--- src/rtl/gfd_pkg.sv ---
// ----------------------------------------------------------------------------
// gfd_pkg: shared types and constants for the gamepad frame decoder
// Sequencer states and the CORDIC arctangent table (degrees * 65536).
// ----------------------------------------------------------------------------
package gfd_pkg;

  localparam int ZW = 28;  // angle accumulator width, degrees * 65536

  typedef enum logic [2:0] {
    ST_IDLE,
    ST_LOAD,
    ST_ITER,
    ST_WRAP,
    ST_DONE,
    ST_OUT
  } state_t;

  function automatic logic signed [ZW-1:0] atan_deg(input logic [4:0] i);
    logic signed [ZW-1:0] v;
    begin
      case (i)
        5'd0:  v = 28'sd2949120;
        5'd1:  v = 28'sd1740967;
        5'd2:  v = 28'sd919879;
        5'd3:  v = 28'sd466945;
        5'd4:  v = 28'sd234379;
        5'd5:  v = 28'sd117304;
        5'd6:  v = 28'sd58666;
        5'd7:  v = 28'sd29335;
        5'd8:  v = 28'sd14668;
        5'd9:  v = 28'sd7334;
        5'd10: v = 28'sd3667;
        5'd11: v = 28'sd1833;
        5'd12: v = 28'sd917;
        5'd13: v = 28'sd458;
        5'd14: v = 28'sd229;
        5'd15: v = 28'sd115;
        5'd16: v = 28'sd57;
        5'd17: v = 28'sd29;
        5'd18: v = 28'sd14;
        5'd19: v = 28'sd7;
        default: v = '0;
      endcase
      return v;
    end
  endfunction

endpackage

--- src/rtl/gamepad_frame_decoder_top.sv ---
// ----------------------------------------------------------------------------
// gamepad_frame_decoder_top
// Collects 16 slot nibbles from serial bytes, decodes buttons, triggers and
// sticks, and computes both stick angles with one shared CORDIC unit.
// ----------------------------------------------------------------------------
// A byte that does not end a frame is taken without leaving ST_IDLE. After the 16th byte
// out_tvalid rises once both sticks are done (one CORDIC pass per stick,
// one after the other on a single shift/add unit; a centred stick
// skips its pass and goes from ST_LOAD straight to ST_DONE).
// Throughput: one byte per cycle except from the 16th byte until the result
// beat is taken. Reset (rst_n low, synchronous): byte count, press history,
// toggles clear, the stick deadzone returns to 10.
module gamepad_frame_decoder_top #(
  parameter int ANGLE_FRAC_BITS = 4,
  parameter int CORDIC_STEPS    = 14
) (
  input  logic         clk,
  input  logic         rst_n,
  input  logic         in_tvalid,
  output logic         in_tready,
  input  logic [7:0]   in_tdata,   // [7:0] rx_byte
  output logic         out_tvalid,
  input  logic         out_tready,
  // [16:0] press_bits, [33:17] edge_bits, [50:34] toggle_bits,
  // [58:51] left_trigger_level, [66:59] right_trigger_level,
  // [75:67] left_stick_x, [84:76] left_stick_y, [93:85] right_stick_x,
  // [102:94] right_stick_y, [116:103] left_angle, [130:117] right_angle,
  // [135:131] zero
  output logic [135:0] out_tdata,
  input  logic         cfg_valid,
  output logic         cfg_ready,
  input  logic [6:0]   cfg_data
);

  localparam int ZW = gfd_pkg::ZW;
  localparam int CW = 22;  // CORDIC x/y width: |v|*4096*1.65 fits
  localparam logic signed [ZW-1:0] DEG360 = ZW'(360 * 65536);
  localparam logic signed [ZW-1:0] DEG180 = ZW'(180 * 65536);

  gfd_pkg::state_t state_r, state_nxt;

  logic [3:0]  slot_r [16];
  logic [3:0]  cnt_r;
  logic [16:0] prev_r, tog_r;
  logic [6:0]  db_r;
  logic        side_r;      // 0: left stick, 1: right stick
  logic [4:0]  it_r;
  logic signed [CW-1:0] cx_r, cy_r;
  logic signed [ZW-1:0] cz_r;
  logic [135:0] res_r;

  logic in_acc, last_byte;
  assign in_tready = (state_r == gfd_pkg::ST_IDLE);
  assign cfg_ready = 1'b1;
  assign in_acc    = in_tvalid & in_tready;
  assign last_byte = in_acc & (cnt_r == 4'd15);
  assign out_tvalid = (state_r == gfd_pkg::ST_OUT);
  assign out_tdata  = res_r;

  // slot view including the current byte
  logic [3:0] sv [16];
  always_comb begin
    for (int k = 0; k < 16; k++) begin
      sv[k] = slot_r[k];
    end
    sv[in_tdata[3:0]] = in_tdata[7:4];
  end

  function automatic logic signed [8:0] band(input logic [7:0] v, input logic [6:0] db);
    logic signed [8:0] d, m;
    begin
      d = $signed({1'b0, v}) - 9'sd128;
      m = d[8] ? -d : d;
      if (m <= $signed({2'b00, db})) return '0;
      return d[8] ? d + $signed({2'b00, db}) : d - $signed({2'b00, db});
    end
  endfunction

  logic [16:0] press;
  logic [16:0] edg;
  logic [7:0]  v4, v6;
  logic signed [8:0] lx, ly, rx, ry;
  always_comb begin
    for (int s = 0; s < 4; s++) begin
      for (int k = 0; k < 4; k++) begin
        press[4*s+k] = sv[s][3-k];
      end
    end
    press[15] = (sv[4] != 4'd0);
    press[16] = (sv[6] != 4'd0);
    edg = press & ~prev_r;
    v4 = {sv[4], sv[5]};
    v6 = {sv[6], sv[7]};
    lx = band({sv[8], sv[9]}, db_r);
    ly = -band({sv[10], sv[11]}, db_r);
    rx = band({sv[12], sv[13]}, db_r);
    ry = -band({sv[14], sv[15]}, db_r);
  end

  // CORDIC operands for the selected stick
  logic signed [8:0] sx, sy;
  assign sx = side_r ? $signed(res_r[93:85]) : $signed(res_r[75:67]);
  assign sy = side_r ? $signed(res_r[102:94]) : $signed(res_r[84:76]);

  logic signed [CW-1:0] xs, ys;
  assign xs = cx_r >>> it_r;
  assign ys = cy_r >>> it_r;

  // wrap and round
  logic signed [ZW-1:0] zw;
  logic signed [ZW-1:0] rnd;
  always_comb begin
    zw = cz_r;
    if (zw < 0) zw = zw + DEG360;
    else if (zw >= DEG360) zw = zw - DEG360;
    rnd = (zw + ZW'(1 << (15 - ANGLE_FRAC_BITS))) >>> (16 - ANGLE_FRAC_BITS);
    if (rnd >= ZW'(360 << ANGLE_FRAC_BITS)) rnd = rnd - ZW'(360 << ANGLE_FRAC_BITS);
  end

  always_comb begin
    state_nxt = state_r;
    unique case (state_r)
      gfd_pkg::ST_IDLE: if (last_byte) state_nxt = gfd_pkg::ST_LOAD;
      gfd_pkg::ST_LOAD: begin
        if (sx == 9'sd0 && sy == 9'sd0) state_nxt = gfd_pkg::ST_DONE;
        else state_nxt = gfd_pkg::ST_ITER;
      end
      gfd_pkg::ST_ITER: if (it_r == 5'(CORDIC_STEPS - 1)) state_nxt = gfd_pkg::ST_WRAP;
      gfd_pkg::ST_WRAP: state_nxt = gfd_pkg::ST_DONE;
      gfd_pkg::ST_DONE: state_nxt = side_r ? gfd_pkg::ST_OUT : gfd_pkg::ST_LOAD;
      gfd_pkg::ST_OUT:  if (out_tready) state_nxt = gfd_pkg::ST_IDLE;
      default:          state_nxt = gfd_pkg::ST_IDLE;
    endcase
  end

  always_ff @(posedge clk) begin
    if (!rst_n) begin
      state_r <= gfd_pkg::ST_IDLE;
      cnt_r   <= '0;
      prev_r  <= '0;
      tog_r   <= '0;
      db_r    <= 7'd10;
      side_r  <= 1'b0;
    end else begin
      state_r <= state_nxt;
      if (cfg_valid && cfg_ready) db_r <= cfg_data;
      if (in_acc) begin
        cnt_r <= cnt_r + 4'd1;
        if (last_byte) begin
          prev_r <= press;
          tog_r  <= tog_r ^ edg;
          side_r <= 1'b0;
        end
      end
      if (state_r == gfd_pkg::ST_DONE) side_r <= 1'b1;
    end
  end

  always_ff @(posedge clk) begin
    if (in_acc) slot_r[in_tdata[3:0]] <= in_tdata[7:4];
    if (last_byte) begin
      res_r[16:0]   <= press;
      res_r[33:17]  <= edg;
      res_r[50:34]  <= tog_r ^ edg;
      res_r[58:51]  <= (v4 > 8'd15) ? v4 - 8'd16 : 8'd0;
      res_r[66:59]  <= (v6 > 8'd15) ? v6 - 8'd16 : 8'd0;
      res_r[75:67]  <= lx;
      res_r[84:76]  <= ly;
      res_r[93:85]  <= rx;
      res_r[102:94] <= ry;
      res_r[135:103] <= '0;
    end
    unique case (state_r)
      gfd_pkg::ST_LOAD: begin
        it_r <= '0;
        if (sx == 9'sd0 && sy == 9'sd0) begin
          // centred stick reads as minus one degree
          cx_r <= '0;
          cy_r <= '0;
          cz_r <= ZW'(-(1 << ANGLE_FRAC_BITS));
        end else if (sx < 0) begin
          cx_r <= -(CW'(sx) <<< 12);
          cy_r <= -(CW'(sy) <<< 12);
          cz_r <= DEG180;
        end else begin
          cx_r <= CW'(sx) <<< 12;
          cy_r <= CW'(sy) <<< 12;
          cz_r <= '0;
        end
      end
      gfd_pkg::ST_ITER: begin
        it_r <= it_r + 5'd1;
        if (!cy_r[CW-1]) begin
          cx_r <= cx_r + ys;
          cy_r <= cy_r - xs;
          cz_r <= cz_r + gfd_pkg::atan_deg(it_r);
        end else begin
          cx_r <= cx_r - ys;
          cy_r <= cy_r + xs;
          cz_r <= cz_r - gfd_pkg::atan_deg(it_r);
        end
      end
      // cz_r now holds the rounded angle at output scale
      gfd_pkg::ST_WRAP: cz_r <= rnd;
      gfd_pkg::ST_DONE: begin
        if (side_r) res_r[130:117] <= cz_r[13:0];
        else        res_r[116:103] <= cz_r[13:0];
      end
      default: ;
    endcase
  end

  a_no_in_busy: assert property (@(posedge clk) disable iff (!rst_n)
    (state_r != gfd_pkg::ST_IDLE) |-> !in_tready) else $error("input taken while busy");
  a_out_hold: assert property (@(posedge clk) disable iff (!rst_n)
    (out_tvalid && !out_tready) |=> (out_tvalid && $stable(out_tdata)))
    else $error("result dropped");
  a_iter_bound: assert property (@(posedge clk) disable iff (!rst_n)
    (state_r == gfd_pkg::ST_ITER) |-> (it_r < 5'(CORDIC_STEPS))) else $error("iter overrun");

endmodule
--- config.mk ---
export PLATFORM = sky130hd
export DESIGN_NAME = gamepad_frame_decoder_top
export DESIGN_NICKNAME = d
export VERILOG_FILES = /design/src/rtl/gfd_pkg.sv /design/src/rtl/gamepad_frame_decoder_top.sv
export SDC_FILE = /design/constraint.sdc
export NUM_CORES = 1
export LEC_CHECK = 0
export BUFFER_PORTS_ARGS = -buffer_cell sky130_fd_sc_hd__buf_2
export CAP_MARGIN = 25
export CORE_MARGIN = 2
export CORE_UTILIZATION = 35
export CTS_BUF_LIST = sky130_fd_sc_hd__clkbuf_8 sky130_fd_sc_hd__clkbuf_16
export DETAILED_ROUTE_END_ITERATION = 7
export PLACE_DENSITY = 0.61
export RECOVER_POWER = 50
export SLEW_MARGIN = 20
export SYNTH_ARGS = -nofsm -noshare
export SYNTH_HDL_FRONTEND = slang
export SYNTH_SLANG_ARGS = --single-unit
--- constraint.sdc ---
create_clock -name clk -period 8.6 [get_ports clk]
set_input_delay 1.29 -clock clk [delete_from_list [all_inputs] [get_ports clk]]
set_output_delay 1.29 -clock clk [all_outputs]
set_load 0.05 [all_outputs]
* Word-level counts from Yosys, hierarchy flattened
Memories as Yosys holds them, arrays and structs flattened. A register that Yosys moved wholly into a read port is not among the register bits. Cells that the tools add are included.
Word-level totals: register bits after elaboration 257, latch bits 0, RAM bits 64, ROM bits 1408, input port bits 20, output and inout bits 139, logic and storage cells 159, memories kept 3
Memory list:
- (name not given) | words 32, bits a word 22, rd ports 1, clocked after memory_dff 1, wr ports 0, RTL line gfd_pkg.sv:21 | case (i)
- (name not given) | words 32, bits a word 22, rd ports 1, clocked after memory_dff 1, wr ports 0, RTL line gfd_pkg.sv:21
- slot_r | words 16, bits a word 4, rd ports 16, clocked after memory_dff 0, wr ports 1, RTL line gamepad_frame_decoder_top.sv:42 | logic [3:0] slot_r [16];
Cells by class: $add $sub $neg 34, multiply operators 0, divide/modulo/power cells 0, $lt $le $gt $ge 12, eq/ne operators 10, shift operators 2, mux-type cells 64, bitwise logic cells 6, reductions and logical operators 14
Operators by type and width (count):
- 2-to-1 mux 28 bit | 10
- 2-to-1 mux 9 bit | 18
- 2-to-1 mux 22 bit | 6
- 2-to-1 mux 131 bit | 1
- case mux 22 bit (2 select lines) | 2
- case mux 28 bit (3 select lines) | 1
- bitwise mux 64 bit | 1
- negator 9 bit | 6
- adder 22 bit | 2
- negator 21 -> 22 bit | 2
- >>> shifter 22 x 5 -> 22 bit | 2
- subtractor 22 bit | 2
- adder 9 x 8 -> 9 bit | 4
- less-or-equal comparator 9 x 8 -> 1 bit | 4
- subtractor 8 x 8 -> 9 bit (second input constant) | 4
- subtractor 9 x 8 -> 9 bit | 4
- adder 28 x 13 -> 28 bit (second input constant) | 1
- adder 28 x 26 -> 28 bit (second input constant) | 1
- adder 28 bit | 1
- >= comparator 28 x 26 -> 1 bit (second input constant) | 1
- less-than comparator 28 x 1 -> 1 bit (second input constant) | 1
- 2-to-1 mux 14 bit | 2
- subtractor 28 x 26 -> 28 bit (second input constant) | 1
- subtractor 28 bit | 1
- 38 further kinds | 64

* Longest topological paths before layout
depth after elaboration 16, gate-level depth with buffers 27, depth with buffers taken out 24

* Worst setup path after synthesis
Ideal clock, no wire load.
path kind flip-flop to flip-flop, start reg state_r[1], end reg res_r[0] (netlist: out_tdata[0]), enable pin, library setup time 0.508 ns, data arrival time 5.232 ns, data required time 8.092 ns, path slack 2.860 ns, cell stages (with the launch flop) 7, path buffers 2, period minus slack after synthesis 5.740 ns, cell sequence dfxtp_1 -> clkbuf_1 -> nor3_1 -> and2_1 -> nand4_1 -> clkinv_1 -> clkbuf_1
On the way: cells in the longest elaborated chain, start to end 3
Ends and longest elaborated chain:
- start: declaration | RTL line gamepad_frame_decoder_top.sv:40 | gfd_pkg::state_t state_r, state_nxt;
- start signal: assignment | RTL line gamepad_frame_decoder_top.sv:138 | state_r <= gfd_pkg::ST_IDLE;
- start signal: assignment | RTL line gamepad_frame_decoder_top.sv:145 | state_r <= state_nxt;
- zero test 3 bit | RTL line gamepad_frame_decoder_top.sv:53 | assign in_tready = (state_r == gfd_pkg::ST_IDLE);
- net in_tready | RTL line gamepad_frame_decoder_top.sv:20 | output logic in_tready,
- AND 1 bit | RTL line gamepad_frame_decoder_top.sv:55 | assign in_acc = in_tvalid & in_tready;
- AND 1 bit | RTL line gamepad_frame_decoder_top.sv:56 | assign last_byte = in_acc & (cnt_r == 4'd15);
- net last_byte | RTL line gamepad_frame_decoder_top.sv:52 | logic in_acc, last_byte;
- end signal: assignment | RTL line gamepad_frame_decoder_top.sv:162 | res_r[16:0] <= press;
- end: declaration | RTL line gamepad_frame_decoder_top.sv:50 | logic [135:0] res_r;
The timed path passes the listed nets, and every way through them passes these cells. A chain may end at the register's enable or synchronous reset.

* Final worst setup path
start reg it_r[1], end reg cx_r[21], data pin
On the way: cells in the longest elaborated chain, start to end 4, elaborated cells on any way between the ends 5, those cells by class 2 x add/sub; 1 x shift; 2 x mux
Ends and longest elaborated chain:
- start: declaration | RTL line gamepad_frame_decoder_top.sv:47 | logic [4:0] it_r;
- start signal: assignment | RTL line gamepad_frame_decoder_top.sv:192 | it_r <= it_r + 5'd1;
- >>> shifter 22 x 5 -> 22 bit * | RTL line gamepad_frame_decoder_top.sv:107 | assign ys = cy_r >>> it_r;
- adder 22 bit or subtractor 22 bit (tied branches) | RTL line gamepad_frame_decoder_top.sv:194, gamepad_frame_decoder_top.sv:198
- 2-to-1 mux 22 bit * | RTL line gamepad_frame_decoder_top.sv:193 | if (!cy_r[CW-1]) begin
- case mux 22 bit (2 select lines) * | RTL line gamepad_frame_decoder_top.sv:173 | unique case (state_r)
- end signal: assignment | RTL line gamepad_frame_decoder_top.sv:182 | cx_r <= -(CW'(sx) <<< 12);
- end signal: assignment | RTL line gamepad_frame_decoder_top.sv:194 | cx_r <= cx_r + ys;
- end signal: assignment | RTL line gamepad_frame_decoder_top.sv:198 | cx_r <= cx_r - ys;
- end: declaration | RTL line gamepad_frame_decoder_top.sv:48 | logic signed [CW-1:0] cx_r, cy_r;
Mark *: on every way between the ends. The rest lies on a longest branch, timed or not.

==> summary.txt <==
Run status
  • Status: finished, violations left
  • Failing checks: max-capacitance violations, max-slew violations

Floorplanning
  • Die area: about 74000 sq um
  • Row count: slightly below 100
  • Die Y: between 200 and 300 microns
  • Die X: ~270 microns
  • # IOs: 159
  • Core area: between 70000 and 80000 sq um
  • Starting Density: 0.352

Placement
  • GP Congestion: 0.914
  • Dpl hpwl: roughly 50000 microns
  • Input/output buffers: 152
  • Placed cell area: approximately 27000 sq um

Clock network
  • Cts bufs inserted: 41
  • Max Buffers Root-to-Sink: 3
  • Post-CTS sizing: 0
  • CTS tree: built
  • CTS H-tree depth: 2
  • Setup bufs post-CTS: 0
  • Worst-path clk slew: approximately 0.07 ns
  • # clock sinks: 342
  • CTS Hold Bufs: 0
  • Clock Tree Root: clkbuf_16
  • Later-pin clock latency in the skew report: approximately 0.59 ns

STA
  • Setup violators final: 0
  • Tcrit/Tclk final: 0.748
  • Final hold slack: about 0.46 ns
  • Max Clk Rate: between 150 and 200 MHz
  • Max Slew Vio Count: 301
  • Worst slew pin tran: approximately 3.4 ns
  • Slew HR: -1.28
  • Hold Vio Cnt, Final: 0
  • RSZ-0062 raised after global routing: false
  • Setup tns final: 0 ns
  • Clock period minus worst slack: approximately 6.4 ns
  • Clk_skew: around 0.034 ns

Synthesis
  • Syn_area_per_cell: just over 9 sq um
  • Synth Warn #: 0
  • EDFF count, synth: roughly 240
  • Distinct cells, synth: just over 80
  • Gate Count Post-Synth: between 2000 and 3000
  • Top-area cell type share of the netlist area: 0.291
  • Main synth FF type: edfxtp_1
  • Register area share after synthesis: 0.370
  • Area contributors post-synth: edfxtp_1, dfxtp_1, ha_1, nor2_1, xnor2_1
  • Area leader, netlist: edfxtp_1
  • Post-synth ARST share: 0
  • Netlist Area Pre-Place: ~25000 sq um
  • Yosys reg bits: around 340

Worst hold path
  • Hold Crit Class: flip-flop to flip-flop

Final layout
  • Area Growth Syn to Fin: 11.2%
  • Final Net Count: approximately 3000
  • Most common cell after layout, fill and taps aside: nor2_1
  • Register Area: roughly 9300 sq um
  • Fill cells: about 7200
  • Multi-input gate area in the final layout: ~15000 sq um
  • Post-route cell area: roughly 28000 sq um
  • Commonest cells after routing, fill and taps aside: nor2_1, edfxtp_1, nand2_1
  • Share of post-route cells with drive strength above 1: 0.0801

Pwr
  • VDD IR max: roughly 130 uV
  • Internal power: approximately 2.8 mW
  • Clock Power Share: 0.444
  • Pwr/cell area: 134 nW/um^2
  • Static leakage: around 11 nW
  • Sw frac: 0.239
  • Combinational Power Share: 0.080
  • Seq pwr share: 0.477
  • Pwr Total: roughly 3.7 mW
  • Sw Pwr: a little under 900 uW

Detailed routing
  • Drt wl/cell: 18.3 microns
  • DR vias/cell: around 5.4
  • DRC: 0
  • Via count: 20300
  • Aggregate routed wire length: 68900 microns
  • DRT Pass-1 Iters: 6
  • Routed Antenna Nets: 0
  • Initial DRC count: between 1500 and 2000

Setup path
  • Critical path class: flip-flop to flip-flop
  • Critical path arrival: ~6.6 ns
  • Crit path launch type: flip-flop
  • CP endpoint kind: flip-flop
  • CP required: slightly below 9 ns
  • CP Max Fanout: 46

Global route
  • Largest net degree at the start of global routing: 83
  • Global Route Usage Sum: 0.183
  • Vias in the first global route: roughly 19000
  • Initial antenna violation count: 7
  • GRT overflow: 0
  • First-pass GRT wire length: between 100000 and 150000 microns

Run
  • Maxcap violations: 7
-- flip-flops by register name (all words and copies together), names as in the netlist, named ones only --
signal / count
slot_r: 63
cx_r: 22
db_r: 7
cz_r: 28
prev_r: 17
side_r: 1
it_r: 5
cnt_r: 4
state_r: 3
out_tdata: 131
cy_r: 22
tog_r: 17
-- routing by layer --
metal | part of all wire | track usage | vias to the layer above
met5 | 0.00046 | 0 | -
met4 | 0.030 | 0.0617 | 6
met3 | 0.071 | 0.0400 | 141
met2 | 0.46 | 0.295 | 650
met1 | 0.44 | 0.243 | 9543
li1 | - | - | 9945
-- power by group through the flow --
stage | combinational (mW) | clock (mW) | sequential, mW
finish | 0.297 | 1.65 | 1.78
global route | 0.340 | 1.77 | 1.78
CTS | 0.300 | 1.70 | 1.78
detailed placement | 0.298 | 0 | 1.81
global placement | 0.294 | 0 | 1.81
floorplan | 0.232 | 0 | 1.81
-- kinds of logic (layout without fill, tap and decap cells) --
logic type | Yosys count | in the layout | synth area share
compound gates | 604 | 604 | 0.154
xor+xnor | 245 | 245 | 0.0857
fa+ha+maj | 160 | 160 | 0.0820
buf+inv | 264 | 392 | 0.0418
flops | 342 | 342 | 0.370
mux | 194 | 194 | 0.105
other cells | 2 | 8 | 0.000300
simple gates | 877 | 877 | 0.160
-- critical path: stages (launching register included) --
cell,delay [ns]
edfxtp_1,0.83
buf_4,0.60
mux4_2,0.42
mux4_2,0.52
mux2i_1,0.23
ha_1,0.27
a21oi_1,0.25
ha_1,0.28
a21o_1,0.18
a21o_1,0.21
a2111oi_0,0.76
o31ai_1,0.34
a221o_1,0.49
a41oi_1,0.31
a21oi_1,0.12
xnor2_1,0.17
nor2_1,0.05
-- Yosys cell counts, drive strengths merged, types with 6 or more instances --
cell type  count
nor2         340
edfxtp       243
nand2        225
a21oi        185
ha           153
xnor2        145
inv          126
mux2i        116
o21ai        112
xor2         100
dfxtp         99
clkbuf        93
nor3          67
a21o          62
nand3         56
mux4          52
a211oi        39
buf           39
nand2b        31
a31oi         27
mux2          26
o211ai        23
and3          22
nor2b         22
o22ai         22
and2          19
o21a          18
nand4         16
o21bai        16
nor4          15
or2           14
or3           14
nor3b         12
o31ai         12
o221ai        11
a22oi          9
a311oi         8
and4           7
fa             7
clkinv         6
nand3b         6
o32ai          6
-- stage by stage --
stage / worst slack (ns) / util / std cells
after floorplan: 2.86 / - / 2692
after global placement: 2.42 / 0.375 / 3688
after detailed placement: 2.31 / 0.375 / 3690
after CTS: 2.28 / 0.394 / 3766
after global routing: 1.85 / 0.392 / 3771
final: 2.17 / 0.392 / 3772
-- final timing paths --
| path | startpoint | end | slack, ns | cells after the start |
|---|---|---|---|---|
| hold reg to reg | out_tdata[122] | out_tdata[122] | 0.46 | 2 |
| setup / recovery | it_r[1] | cx_r[21] | 2.17 | 16 |
| setup reg to reg | it_r[1] | cx_r[21] | 2.17 | 16 |
| hold / removal | out_tdata[122] | out_tdata[122] | 0.46 | 2 |
-- layout make-up --
type                       count  share of cell area
timing repair buffer         184              0.0295
antenna                        2            0.000180
multi-input combinational   2086               0.530
clock inverter                31             0.00728
tap                          950              0.0427
clock buffer                  45              0.0392
sequential                   342               0.333
inverter                     132              0.0180
Power figures use the tool's default switching activity.
